$ cat src/design/ccgc_pkg.sv
package ccgc_pkg;

   localparam int MEM_DEPTH = 1024;
   localparam int REG_COUNT = 32;

   localparam int IDX_W     = $clog2(MEM_DEPTH);
   localparam int CNT_W     = $clog2(MEM_DEPTH + 1);
   localparam int REG_W     = $clog2(REG_COUNT);
   localparam int ADDR_W    = IDX_W + 1;
   localparam int MEM_WORDS = 2 ** ADDR_W;

   localparam int TAG_W   = 4;
   localparam int PAY_W   = 32;
   localparam int WORD_W  = TAG_W + PAY_W;
   localparam int RNUM_W  = 5;
   localparam int FUNC_W  = 4;
   localparam int STAT_W  = 2;
   localparam int CELLS_W = 11;

   localparam logic [TAG_W-1:0] TAG_NULL   = 4'h0;
   localparam logic [TAG_W-1:0] TAG_PAIR   = 4'h1;
   localparam logic [TAG_W-1:0] TAG_BROKEN = 4'h5;
   localparam logic [TAG_W-1:0] TAG_MAX    = 4'hA;

   localparam logic [FUNC_W-1:0] FN_WRITE_IMM = 4'd0;
   localparam logic [FUNC_W-1:0] FN_COPY      = 4'd1;
   localparam logic [FUNC_W-1:0] FN_CONS      = 4'd2;
   localparam logic [FUNC_W-1:0] FN_CAR       = 4'd3;
   localparam logic [FUNC_W-1:0] FN_CDR       = 4'd4;
   localparam logic [FUNC_W-1:0] FN_SET_CAR   = 4'd5;
   localparam logic [FUNC_W-1:0] FN_SET_CDR   = 4'd6;
   localparam logic [FUNC_W-1:0] FN_READ      = 4'd7;
   localparam logic [FUNC_W-1:0] FN_COLLECT   = 4'd8;

   localparam logic [STAT_W-1:0] ST_OK       = 2'd0;
   localparam logic [STAT_W-1:0] ST_NOT_PAIR = 2'd1;
   localparam logic [STAT_W-1:0] ST_NO_MEM   = 2'd2;
   localparam logic [STAT_W-1:0] ST_BAD_IMM  = 2'd3;

   typedef struct packed {
      logic [TAG_W-1:0] tag;
      logic [PAY_W-1:0] pay;
   } word_type;

   typedef enum logic [4:0] {
      U_NONE, U_ACCEPT, U_IMM, U_RD_A, U_RD_B, U_COPY, U_CAR_RD, U_CAR_WB,
      U_SET, U_CONS, U_FULL, U_GC_INIT, U_GC_RDREG, U_GC_LDREG, U_GC_RDCELL,
      U_GC_LDCELL, U_F_RD, U_F_EVAL, U_F_MARK, U_WB_REG, U_WB_FIRST,
      U_WB_SECOND, U_GC_FLIP, U_DONE
   } uop_type;

   typedef struct packed {
      uop_type uop;
   } cmd_type;

   typedef struct packed {
      logic [FUNC_W-1:0] func;
      logic              rd_pair;
      logic              a_pair;
      logic              broken;
      logic              full;
      logic              scan_regs;
      logic              scan_done;
      logic              out_free;
   } sts_type;

   function automatic logic is_pair(input word_type w);
      return (w.tag == TAG_PAIR) && (w.pay < 32'(MEM_DEPTH));
   endfunction

   function automatic word_type pair_word(input logic [CNT_W-1:0] idx);
      word_type w;
      w.tag = TAG_PAIR;
      w.pay = 32'(idx);
      return w;
   endfunction

   function automatic logic [IDX_W-1:0] cell_idx(input logic [PAY_W-1:0] pay);
      return pay[IDX_W-1:0];
   endfunction

   function automatic logic [REG_W-1:0] reg_idx(input logic [RNUM_W-1:0] r);
      logic [REG_W+RNUM_W-1:0] t;
      t = {{REG_W{1'b0}}, r};
      return t[REG_W-1:0];
   endfunction

   function automatic logic reg_ok(input logic [RNUM_W-1:0] r);
      return 32'(r) < REG_COUNT;
   endfunction

   function automatic logic [CELLS_W-1:0] cells_of(input logic [CNT_W-1:0] f);
      logic [CNT_W+CELLS_W-1:0] t;
      t = {{CELLS_W{1'b0}}, f};
      return t[CELLS_W-1:0];
   endfunction

endpackage

$ cat src/design/ccgc_ctrl.sv
module ccgc_ctrl (
   input  logic              clock,
   input  logic              reset,
   input  logic              req_valid,
   output logic              req_ready,
   input  ccgc_pkg::sts_type sts,
   output ccgc_pkg::cmd_type cmd
);
   import ccgc_pkg::*;

   typedef enum logic [14:0] {
      S_IDLE      = 15'b000000000000001,
      S_DISPATCH  = 15'b000000000000010,
      S_A         = 15'b000000000000100,
      S_B         = 15'b000000000001000,
      S_CAR_WB    = 15'b000000000010000,
      S_GC_INIT   = 15'b000000000100000,
      S_GC_NEXT   = 15'b000000001000000,
      S_GC_LDREG  = 15'b000000010000000,
      S_GC_LDCELL = 15'b000000100000000,
      S_F_CHK     = 15'b000001000000000,
      S_F_EVAL    = 15'b000010000000000,
      S_F_MARK    = 15'b000100000000000,
      S_WB        = 15'b001000000000000,
      S_AFTER_GC  = 15'b010000000000000,
      S_FINISH    = 15'b100000000000000
   } state_type;

   typedef enum logic [1:0] {
      SLOT_REG, SLOT_FIRST, SLOT_SECOND
   } slot_type;

   state_type state_ff, state_in;
   slot_type  slot_ff, slot_in;

   always_comb begin
      state_in = state_ff;
      slot_in  = slot_ff;
      cmd.uop  = U_NONE;
      case (state_ff)
         S_IDLE: begin
            if (req_valid) begin
               cmd.uop  = U_ACCEPT;
               state_in = S_DISPATCH;
            end
         end
         S_DISPATCH: begin
            case (sts.func)
               FN_WRITE_IMM: begin
                  cmd.uop  = U_IMM;
                  state_in = S_FINISH;
               end
               FN_CONS: begin
                  if (sts.full) begin
                     state_in = S_GC_INIT;
                  end else begin
                     cmd.uop  = U_RD_A;
                     state_in = S_A;
                  end
               end
               FN_COLLECT: state_in = S_GC_INIT;
               default: begin
                  if (sts.func inside {FN_COPY, FN_CAR, FN_CDR, FN_SET_CAR, FN_SET_CDR,
                                       FN_READ}) begin
                     cmd.uop  = U_RD_A;
                     state_in = S_A;
                  end else begin
                     state_in = S_FINISH;
                  end
               end
            endcase
         end
         S_A: begin
            case (sts.func)
               FN_COPY, FN_READ: begin
                  cmd.uop  = U_COPY;
                  state_in = S_FINISH;
               end
               FN_CAR, FN_CDR: begin
                  cmd.uop  = U_CAR_RD;
                  state_in = sts.rd_pair ? S_CAR_WB : S_FINISH;
               end
               default: begin
                  cmd.uop  = U_RD_B;
                  state_in = S_B;
               end
            endcase
         end
         S_B: begin
            cmd.uop  = (sts.func == FN_CONS) ? U_CONS : U_SET;
            state_in = S_FINISH;
         end
         S_CAR_WB: begin
            cmd.uop  = U_CAR_WB;
            state_in = S_FINISH;
         end
         S_GC_INIT: begin
            cmd.uop  = U_GC_INIT;
            state_in = S_GC_NEXT;
         end
         S_GC_NEXT: begin
            if (sts.scan_regs) begin
               cmd.uop  = U_GC_RDREG;
               state_in = S_GC_LDREG;
            end else if (!sts.scan_done) begin
               cmd.uop  = U_GC_RDCELL;
               state_in = S_GC_LDCELL;
            end else begin
               cmd.uop  = U_GC_FLIP;
               state_in = S_AFTER_GC;
            end
         end
         S_GC_LDREG: begin
            cmd.uop  = U_GC_LDREG;
            slot_in  = SLOT_REG;
            state_in = S_F_CHK;
         end
         S_GC_LDCELL: begin
            cmd.uop  = U_GC_LDCELL;
            slot_in  = SLOT_FIRST;
            state_in = S_F_CHK;
         end
         S_F_CHK: begin
            cmd.uop  = U_F_RD;
            state_in = sts.a_pair ? S_F_EVAL : S_WB;
         end
         S_F_EVAL: begin
            cmd.uop  = U_F_EVAL;
            state_in = (sts.broken || sts.full) ? S_WB : S_F_MARK;
         end
         S_F_MARK: begin
            cmd.uop  = U_F_MARK;
            state_in = S_WB;
         end
         S_WB: begin
            case (slot_ff)
               SLOT_FIRST: begin
                  cmd.uop  = U_WB_FIRST;
                  slot_in  = SLOT_SECOND;
                  state_in = S_F_CHK;
               end
               SLOT_SECOND: begin
                  cmd.uop  = U_WB_SECOND;
                  state_in = S_GC_NEXT;
               end
               default: begin
                  cmd.uop  = U_WB_REG;
                  state_in = S_GC_NEXT;
               end
            endcase
         end
         S_AFTER_GC: begin
            if (sts.full) begin
               cmd.uop  = U_FULL;
               state_in = S_FINISH;
            end else if (sts.func == FN_CONS) begin
               cmd.uop  = U_RD_A;
               state_in = S_A;
            end else begin
               state_in = S_FINISH;
            end
         end
         S_FINISH: begin
            if (sts.out_free) begin
               cmd.uop  = U_DONE;
               state_in = S_IDLE;
            end
         end
         default: state_in = S_IDLE;
      endcase
   end

   always_ff @(posedge clock) begin
      if (reset) begin
         state_ff <= S_IDLE;
         slot_ff  <= SLOT_REG;
      end else begin
         state_ff <= state_in;
         slot_ff  <= slot_in;
      end
   end

   assign req_ready = (state_ff == S_IDLE);

endmodule

$ cat config.mk
export PLATFORM = sky130hd
export DESIGN_NAME = ccgc_ctrl
export DESIGN_NICKNAME = d
export VERILOG_FILES = /design/src/design/ccgc_pkg.sv /design/src/design/ccgc_ctrl.sv
export SDC_FILE = /design/constraint.sdc
export NUM_CORES = 1
export LEC_CHECK = 0
export BUFFER_PORTS_ARGS = -buffer_cell sky130_fd_sc_hd__buf_4
export CAP_MARGIN = 20
export CORE_MARGIN = 2
export CORE_UTILIZATION = 39
export CTS_BUF_LIST = sky130_fd_sc_hd__clkbuf_2
export DETAILED_ROUTE_END_ITERATION = 8
export GPL_TIMING_DRIVEN = 0
export PLACE_DENSITY = 0.67
export SLEW_MARGIN = 20
export SYNTH_ARGS = -nofsm -noshare
export SYNTH_HDL_FRONTEND = slang
export SYNTH_SLANG_ARGS = --single-unit
$ cat constraint.sdc
create_clock -name clock -period 7.3 [get_ports clock]
set_clock_uncertainty 0.2 [all_clocks]
set_input_delay 1.095 -clock clock [delete_from_list [all_inputs] [get_ports clock]]
set_output_delay 1.095 -clock clock [all_outputs]
set_load 0.02 [all_outputs]
* Word-level counts from Yosys, hierarchy flattened *
Index checks and enable logic that the tools add are counted.

operators by class
  add/sub/neg operators = 0
  eq/ne operators = 28
  bitwise logic cells = 0
  shift-type cells = 0
  magnitude comparators = 0
  divide/modulo/power cells = 0
  reductions and logical operators = 10
  multipliers = 0
  muxes and demuxes = 30

operator list
  kind                                                    number
  one-hot mux 15 bit (13 select lines)                    1
  two-way mux 15 bit                                      6
  one-hot mux 5 bit (15 select lines)                     1
  one-hot mux 15 bit (3 select lines)                     1
  one-hot mux 15 bit (2 select lines)                     1
  two-way mux 14 bit                                      2
  two-way mux 13 bit                                      2
  equality test 4 x 3 -> 1 bit (second input constant)    4
  equality test 15 x 1 -> 1 bit (second input constant)   1
  equality test 15 x 10 -> 1 bit (second input constant)  1
  equality test 15 x 11 -> 1 bit (second input constant)  1
  equality test 15 x 12 -> 1 bit (second input constant)  1
  equality test 15 x 13 -> 1 bit (second input constant)  1
  equality test 15 x 14 -> 1 bit (second input constant)  1
  equality test 15 bit (second input constant)            1
  equality test 15 x 2 -> 1 bit (second input constant)   1
  equality test 15 x 3 -> 1 bit (second input constant)   1
  equality test 15 x 4 -> 1 bit (second input constant)   1
  equality test 15 x 5 -> 1 bit (second input constant)   1
  equality test 15 x 6 -> 1 bit (second input constant)   1
  equality test 15 x 7 -> 1 bit (second input constant)   1
  equality test 15 x 8 -> 1 bit (second input constant)   1
  equality test 15 x 9 -> 1 bit (second input constant)   1
  two-way mux 5 bit                                       3
  other kinds (20)                                        32

word-level totals
  register bits after elaboration = 17
  latch bits = 0
  bits in read-only memories = 0
  memories kept = 0
  output and inout bits = 6
  bits in writable memories = 0

* Logic depth before layout (Yosys ltp) *
  depth in word-level cells = 5
  gate-level depth with buffers = 7
  gate-level depth less buffers = 5

* Least setup slack after synthesis *
No wires, ideal clock.

  path kind = input-to-output
  start point = input sts[7] in the netlist's numbering
  end point = output cmd[0] in the netlist's numbering
  path slack = 3593 ps
  required time = 6005 ps
  stages = 6
  arrival = 2412 ps
  cell sequence = clkbuf_8 nor2_1 a31oi_1 or4_1 o2111a_1 nand4_1

RTL lines
  element      line            text
  from (decl)  ccgc_ctrl.sv:6  input ccgc_pkg::sts_type sts,
  to (decl)    ccgc_ctrl.sv:7  output ccgc_pkg::cmd_type cmd

==> impl_results.md <==
- Status: completed
- Share of flip-flops with an asynchronous set or reset after synthesis: 0%
- Number of ports placed on the die boundary: 20
- Basic-gate share of the synthesized area counting and, or, nand and nor cells: 47.1%
- Number of flops mapped to enable cells by yosys: 0
- Final wirelength: 3.82 mm
- Flop pwr share: between 50% and 60%
- Synth Instances: 180
- First-pass DRT Iterations: 4
- Post-Synth Adder-Cell Area: less than 1%
- Net count after synthesis: about 200
- Setup TNS: 0 ns
- DRC violation count after routing: 0
- Fraction of layout instances using a drive strength above 1: around 23%
- Hold path startpoint: slot_ff[1]$_SDFFE_PP0P_
- Met1 global-route usage: between 20% and 30%
- Count of standard-cell rows: 21
- CP max stage cell: sky130_fd_sc_hd__nor4_1
- Antenna violations before repair: 0
- Remaining antenna violation count after routing: 0
- Number of violations of the max-capacitance limit: 0
- Share of the synthesized area in compound gates (AO/OA/AOI/OAI): 14.7%
- Number of global-route vias before repair: between 1000 and 1500
- HPWL after detailed placement: just under 3 mm
- Die area: 4120 um2
- Post-detailed-route via-to-cell ratio: between 6 and 7
- Critical path cell sequence: buf_6 -> nor4_1 -> nand4_1 -> or3_1 -> and4_1 -> o211ai_1 -> buf_4
- Met3 GRT Util: under 10%
- Maximum buffer depth of the clock tree: 2
- Kind of end point of the critical path: primary output
- Leftover overflow at the end of global routing: 0
- Number of resized instances in the post-cts repair step: 0
- Aggregate global-route resource usage: 20.0%
- Final critical-path share of the clock period: between 50 and 60%
- Crit Reg-Reg Startpoint: state_ff[8]$_SDFFE_PP0P_
- H-tree depth reported by CTS: 1
- RSZ-0062 raised after global routing: no
- Number of pins exceeding their max-slew limit in the final report: 0
- Final Critical Period: 3.97 ns
- Wire length of the first global-routing pass: about 6.5 mm
- Leakage: a little under 0.0006 uW
- Number of setup buffers added after CTS: 0
- Mux share of post-synthesis cell area: less than 1%
- Clock-pin transition on the worst setup and hold timing paths: approximately 0.2 ns
- Total via count in the routed design: 1497
- Hold violation total from the final report: 0
- Post-synthesis instance area: ~1400 um2
- Worst vdd rail ir drop: roughly 62 uV
- Family with the most delay on the worst path: simple AND/OR/NAND/NOR gates
- Post-cts hold buffer count: 0
- Routing usage on met2: about 29%
- Average detailed-routed wire length per instance: roughly 16 um
- Parity-gate share of the synthesized area counting xor and xnor cells: 3.10%
- Power Dens Cells: between 100 and 150 nW/um2
- Fraction of power consumed by combinational cells: ~22%
- Critical-path maximum fanout: 9
- Number of nets in the layout: between 200 and 250
- Placer's final routability congestion estimate: between 0.9 and 1
- Commonest register cell after synthesis: sky130_fd_sc_hd__dfxtp_1
- X dimension of the die: around 64 um
- Total clock sinks: 17
- Number of buffers created by CTS: 3
- Net switching share of the total power: approximately 33%
- Crit path from: state_ff[8]$_SDFFE_PP0P_
- Dominant combinational cell family by area after synthesis: simple AND/OR/NAND/NOR gates
- Number of diodes: 0
- Total power: between 150 and 200 uW
- Maximum number of pins on one net before global-route repair: 12
- Iteration-0 DRC count of the detailed router: 89
- Category of the worst setup path launch point: flip-flop
- Distinct cells, synth: 52
- Net switching component of the power: 62.2 uW
- Flop and latch count out of synthesis: 17
- Buffer and inverter count on the worst path: 2
- Most utilized layer in the global route result: met2
- Internal power contribution: 124 uW
- Share of power burned in the clock network: between 20% and 30%
- Measured slew at the worst slew-check pin: 0.698 ns
- Crit path DAT: about 2.7 ns
- Relative slew slack: a little over half
- Clock latency on the worst-skew pair: between 0.3 and 0.4 ns
- Worst min-delay path category: reg -> reg
- Required time worst endpoint: about 6.0 ns
- Achievable clock frequency: 0.252 GHz
- Core outline area: between 3000 and 4000 um2
- CTS tree: yes
- Count of port buffers added during placement: 16
- Setup violations, final: 0
- Startpoint-to-endpoint class of the critical path: reg -> out
- DIE HEIGHT: about 64 um
- Syn-to-layout area delta: 14.2%
- Share of synthesized area occupied by flip-flops and latches: roughly 24%
- Setup slack, reg-to-reg: between 4 and 5 ns
- Initial standard-cell utilization of the core: between 40% and 50%
- Per-instance average area after synthesis: between 7 and 8 um2
- Maximum cell stage delay along the critical path: 0.62 ns
- Root buf cell: sky130_fd_sc_hd__clkbuf_2
- Synthesis Warnings: 0
==> worst register-to-register path, delay by kind of cell (launching register included) <==
kind | cells | cell delay, ns
buf+inv | 1 | 0.13
compound gates | 2 | 0.36
simple gates | 3 | 1.41
flops | 1 | 0.35
==> power groups by stage <==
| stage | clock, uW | sequential, uW | combinational [uW] |
|---|---|---|---|
| floorplan | 0 | 97.4 | 26.2 |
| global placement | 0 | 97.8 | 40.5 |
| detailed placement | 0 | 97.9 | 40.5 |
| CTS | 50.0 | 96.0 | 40.8 |
| global route | 54.3 | 96.6 | 44.9 |
| finish | 49.1 | 96.2 | 41.4 |
==> path summary, 6_finish.rpt <==
check / end / cells after the start
setup reg to reg: state_ff[14]$_SDFFE_PP0P_ / 6
hold / removal: slot_ff[1]$_SDFFE_PP0P_ / 2
setup / recovery: cmd[1] / 7
hold reg to reg: slot_ff[1]$_SDFFE_PP0P_ / 2
==> routing by layer <==
layer / routed length, um / vias up
li1: - / 725
met3: 323 / 14
met2: 1600 / 75
met4: 149 / 0
met1: 1750 / 683
met5: 0 / -
==> per-stage QoR <==
stage / area [um2] / worst slack, ns / std cells / util [%] / hold slack [ns]
4_1_cts: 1610 / 3.34 / 246 / 47.2 / 0.276
5_1_grt: 1610 / 3.07 / 246 / 47.2 / 0.332
2_1_floorplan: 1410 / 3.59 / 180 / - / 0.236
3_3_place_gp: 1590 / 3.38 / 242 / 46.6 / 0.246
6_report: 1610 / 3.33 / 246 / 47.2 / 0.272
3_5_place_dp: 1590 / 3.38 / 242 / 46.6 / 0.252
==> kinds of logic (layout without fill, tap and decap cells) <==
kind of cell             count (synthesis)  after routing
adder cells (fa/ha/maj)                  1              1
multiplexers                             1              1
AND/OR/NAND/NOR                        104            104
buffers and inverters                   22             42
XOR/XNOR                                 5              5
flip-flops                              17             17
AO/OA/AOI/OAI                           30             30
==> cells in the mapped netlist (3+ instances only) <==
master                     instances  area share, %
sky130_fd_sc_hd__nand2b_1          6            2.7
sky130_fd_sc_hd__nor4b_1           5            3.1
sky130_fd_sc_hd__or4_1             3            1.6
sky130_fd_sc_hd__o21ai_0           4            1.4
sky130_fd_sc_hd__nor3_1            9            3.2
sky130_fd_sc_hd__inv_1             6            1.6
sky130_fd_sc_hd__nand2_1           9            2.4
sky130_fd_sc_hd__and3_1            3            1.3
sky130_fd_sc_hd__clkbuf_1          4            1.1
sky130_fd_sc_hd__a21oi_1           9            3.2
sky130_fd_sc_hd__and4_1            3            1.9
sky130_fd_sc_hd__nor2b_1           4            1.8
sky130_fd_sc_hd__nor2_1           13            3.5
sky130_fd_sc_hd__dfxtp_1          17             24
sky130_fd_sc_hd__nor4_1           11            4.9
sky130_fd_sc_hd__xnor2_1           3            1.9
sky130_fd_sc_hd__buf_6             3            2.4
sky130_fd_sc_hd__nand3_1          13            4.6
sky130_fd_sc_hd__buf_2             3            1.1
sky130_fd_sc_hd__nand4_1           8            3.5
==> sequential cells by signal, indices dropped and copies added (netlist names) <==
name / flops
slot_ff: 2
state_ff: 15
==> layout by cell type (no fill, tap or decap), types with 3 or more instances in the layout <==
cell type                  count
sky130_fd_sc_hd__buf_4        18
sky130_fd_sc_hd__dfxtp_1      17
sky130_fd_sc_hd__nor2_1       13
sky130_fd_sc_hd__nand3_1      13
sky130_fd_sc_hd__nor4_1       11
sky130_fd_sc_hd__nor3_1        9
sky130_fd_sc_hd__nand2_1       9
sky130_fd_sc_hd__a21oi_1       9
sky130_fd_sc_hd__nand4_1       8
sky130_fd_sc_hd__inv_1         6
sky130_fd_sc_hd__nand2b_1      6
sky130_fd_sc_hd__nor4b_1       5
sky130_fd_sc_hd__clkbuf_2      5
sky130_fd_sc_hd__clkbuf_1      4
sky130_fd_sc_hd__o21ai_0       4
sky130_fd_sc_hd__nor2b_1       4
sky130_fd_sc_hd__buf_6         3
sky130_fd_sc_hd__buf_2         3
sky130_fd_sc_hd__or4_1         3
sky130_fd_sc_hd__and3_1        3
sky130_fd_sc_hd__xnor2_1       3
sky130_fd_sc_hd__and4_1        3
==> final cells by class <==
| cell class | instances | area, um2 |
|---|---|---|
| fillers | 344 | 1800 |
| multi-input cells | 141 | 940 |
| flip-flops and latches | 17 | 340 |
| repair buffers | 16 | 120 |
| plain buffers | 16 | 110 |
| well taps | 46 | 57.6 |
| inverters | 6 | 22.5 |
| clock buffers | 3 | 15.0 |
| clock inverters | 1 | 7.51 |
Power figures use the tool's default switching activity.
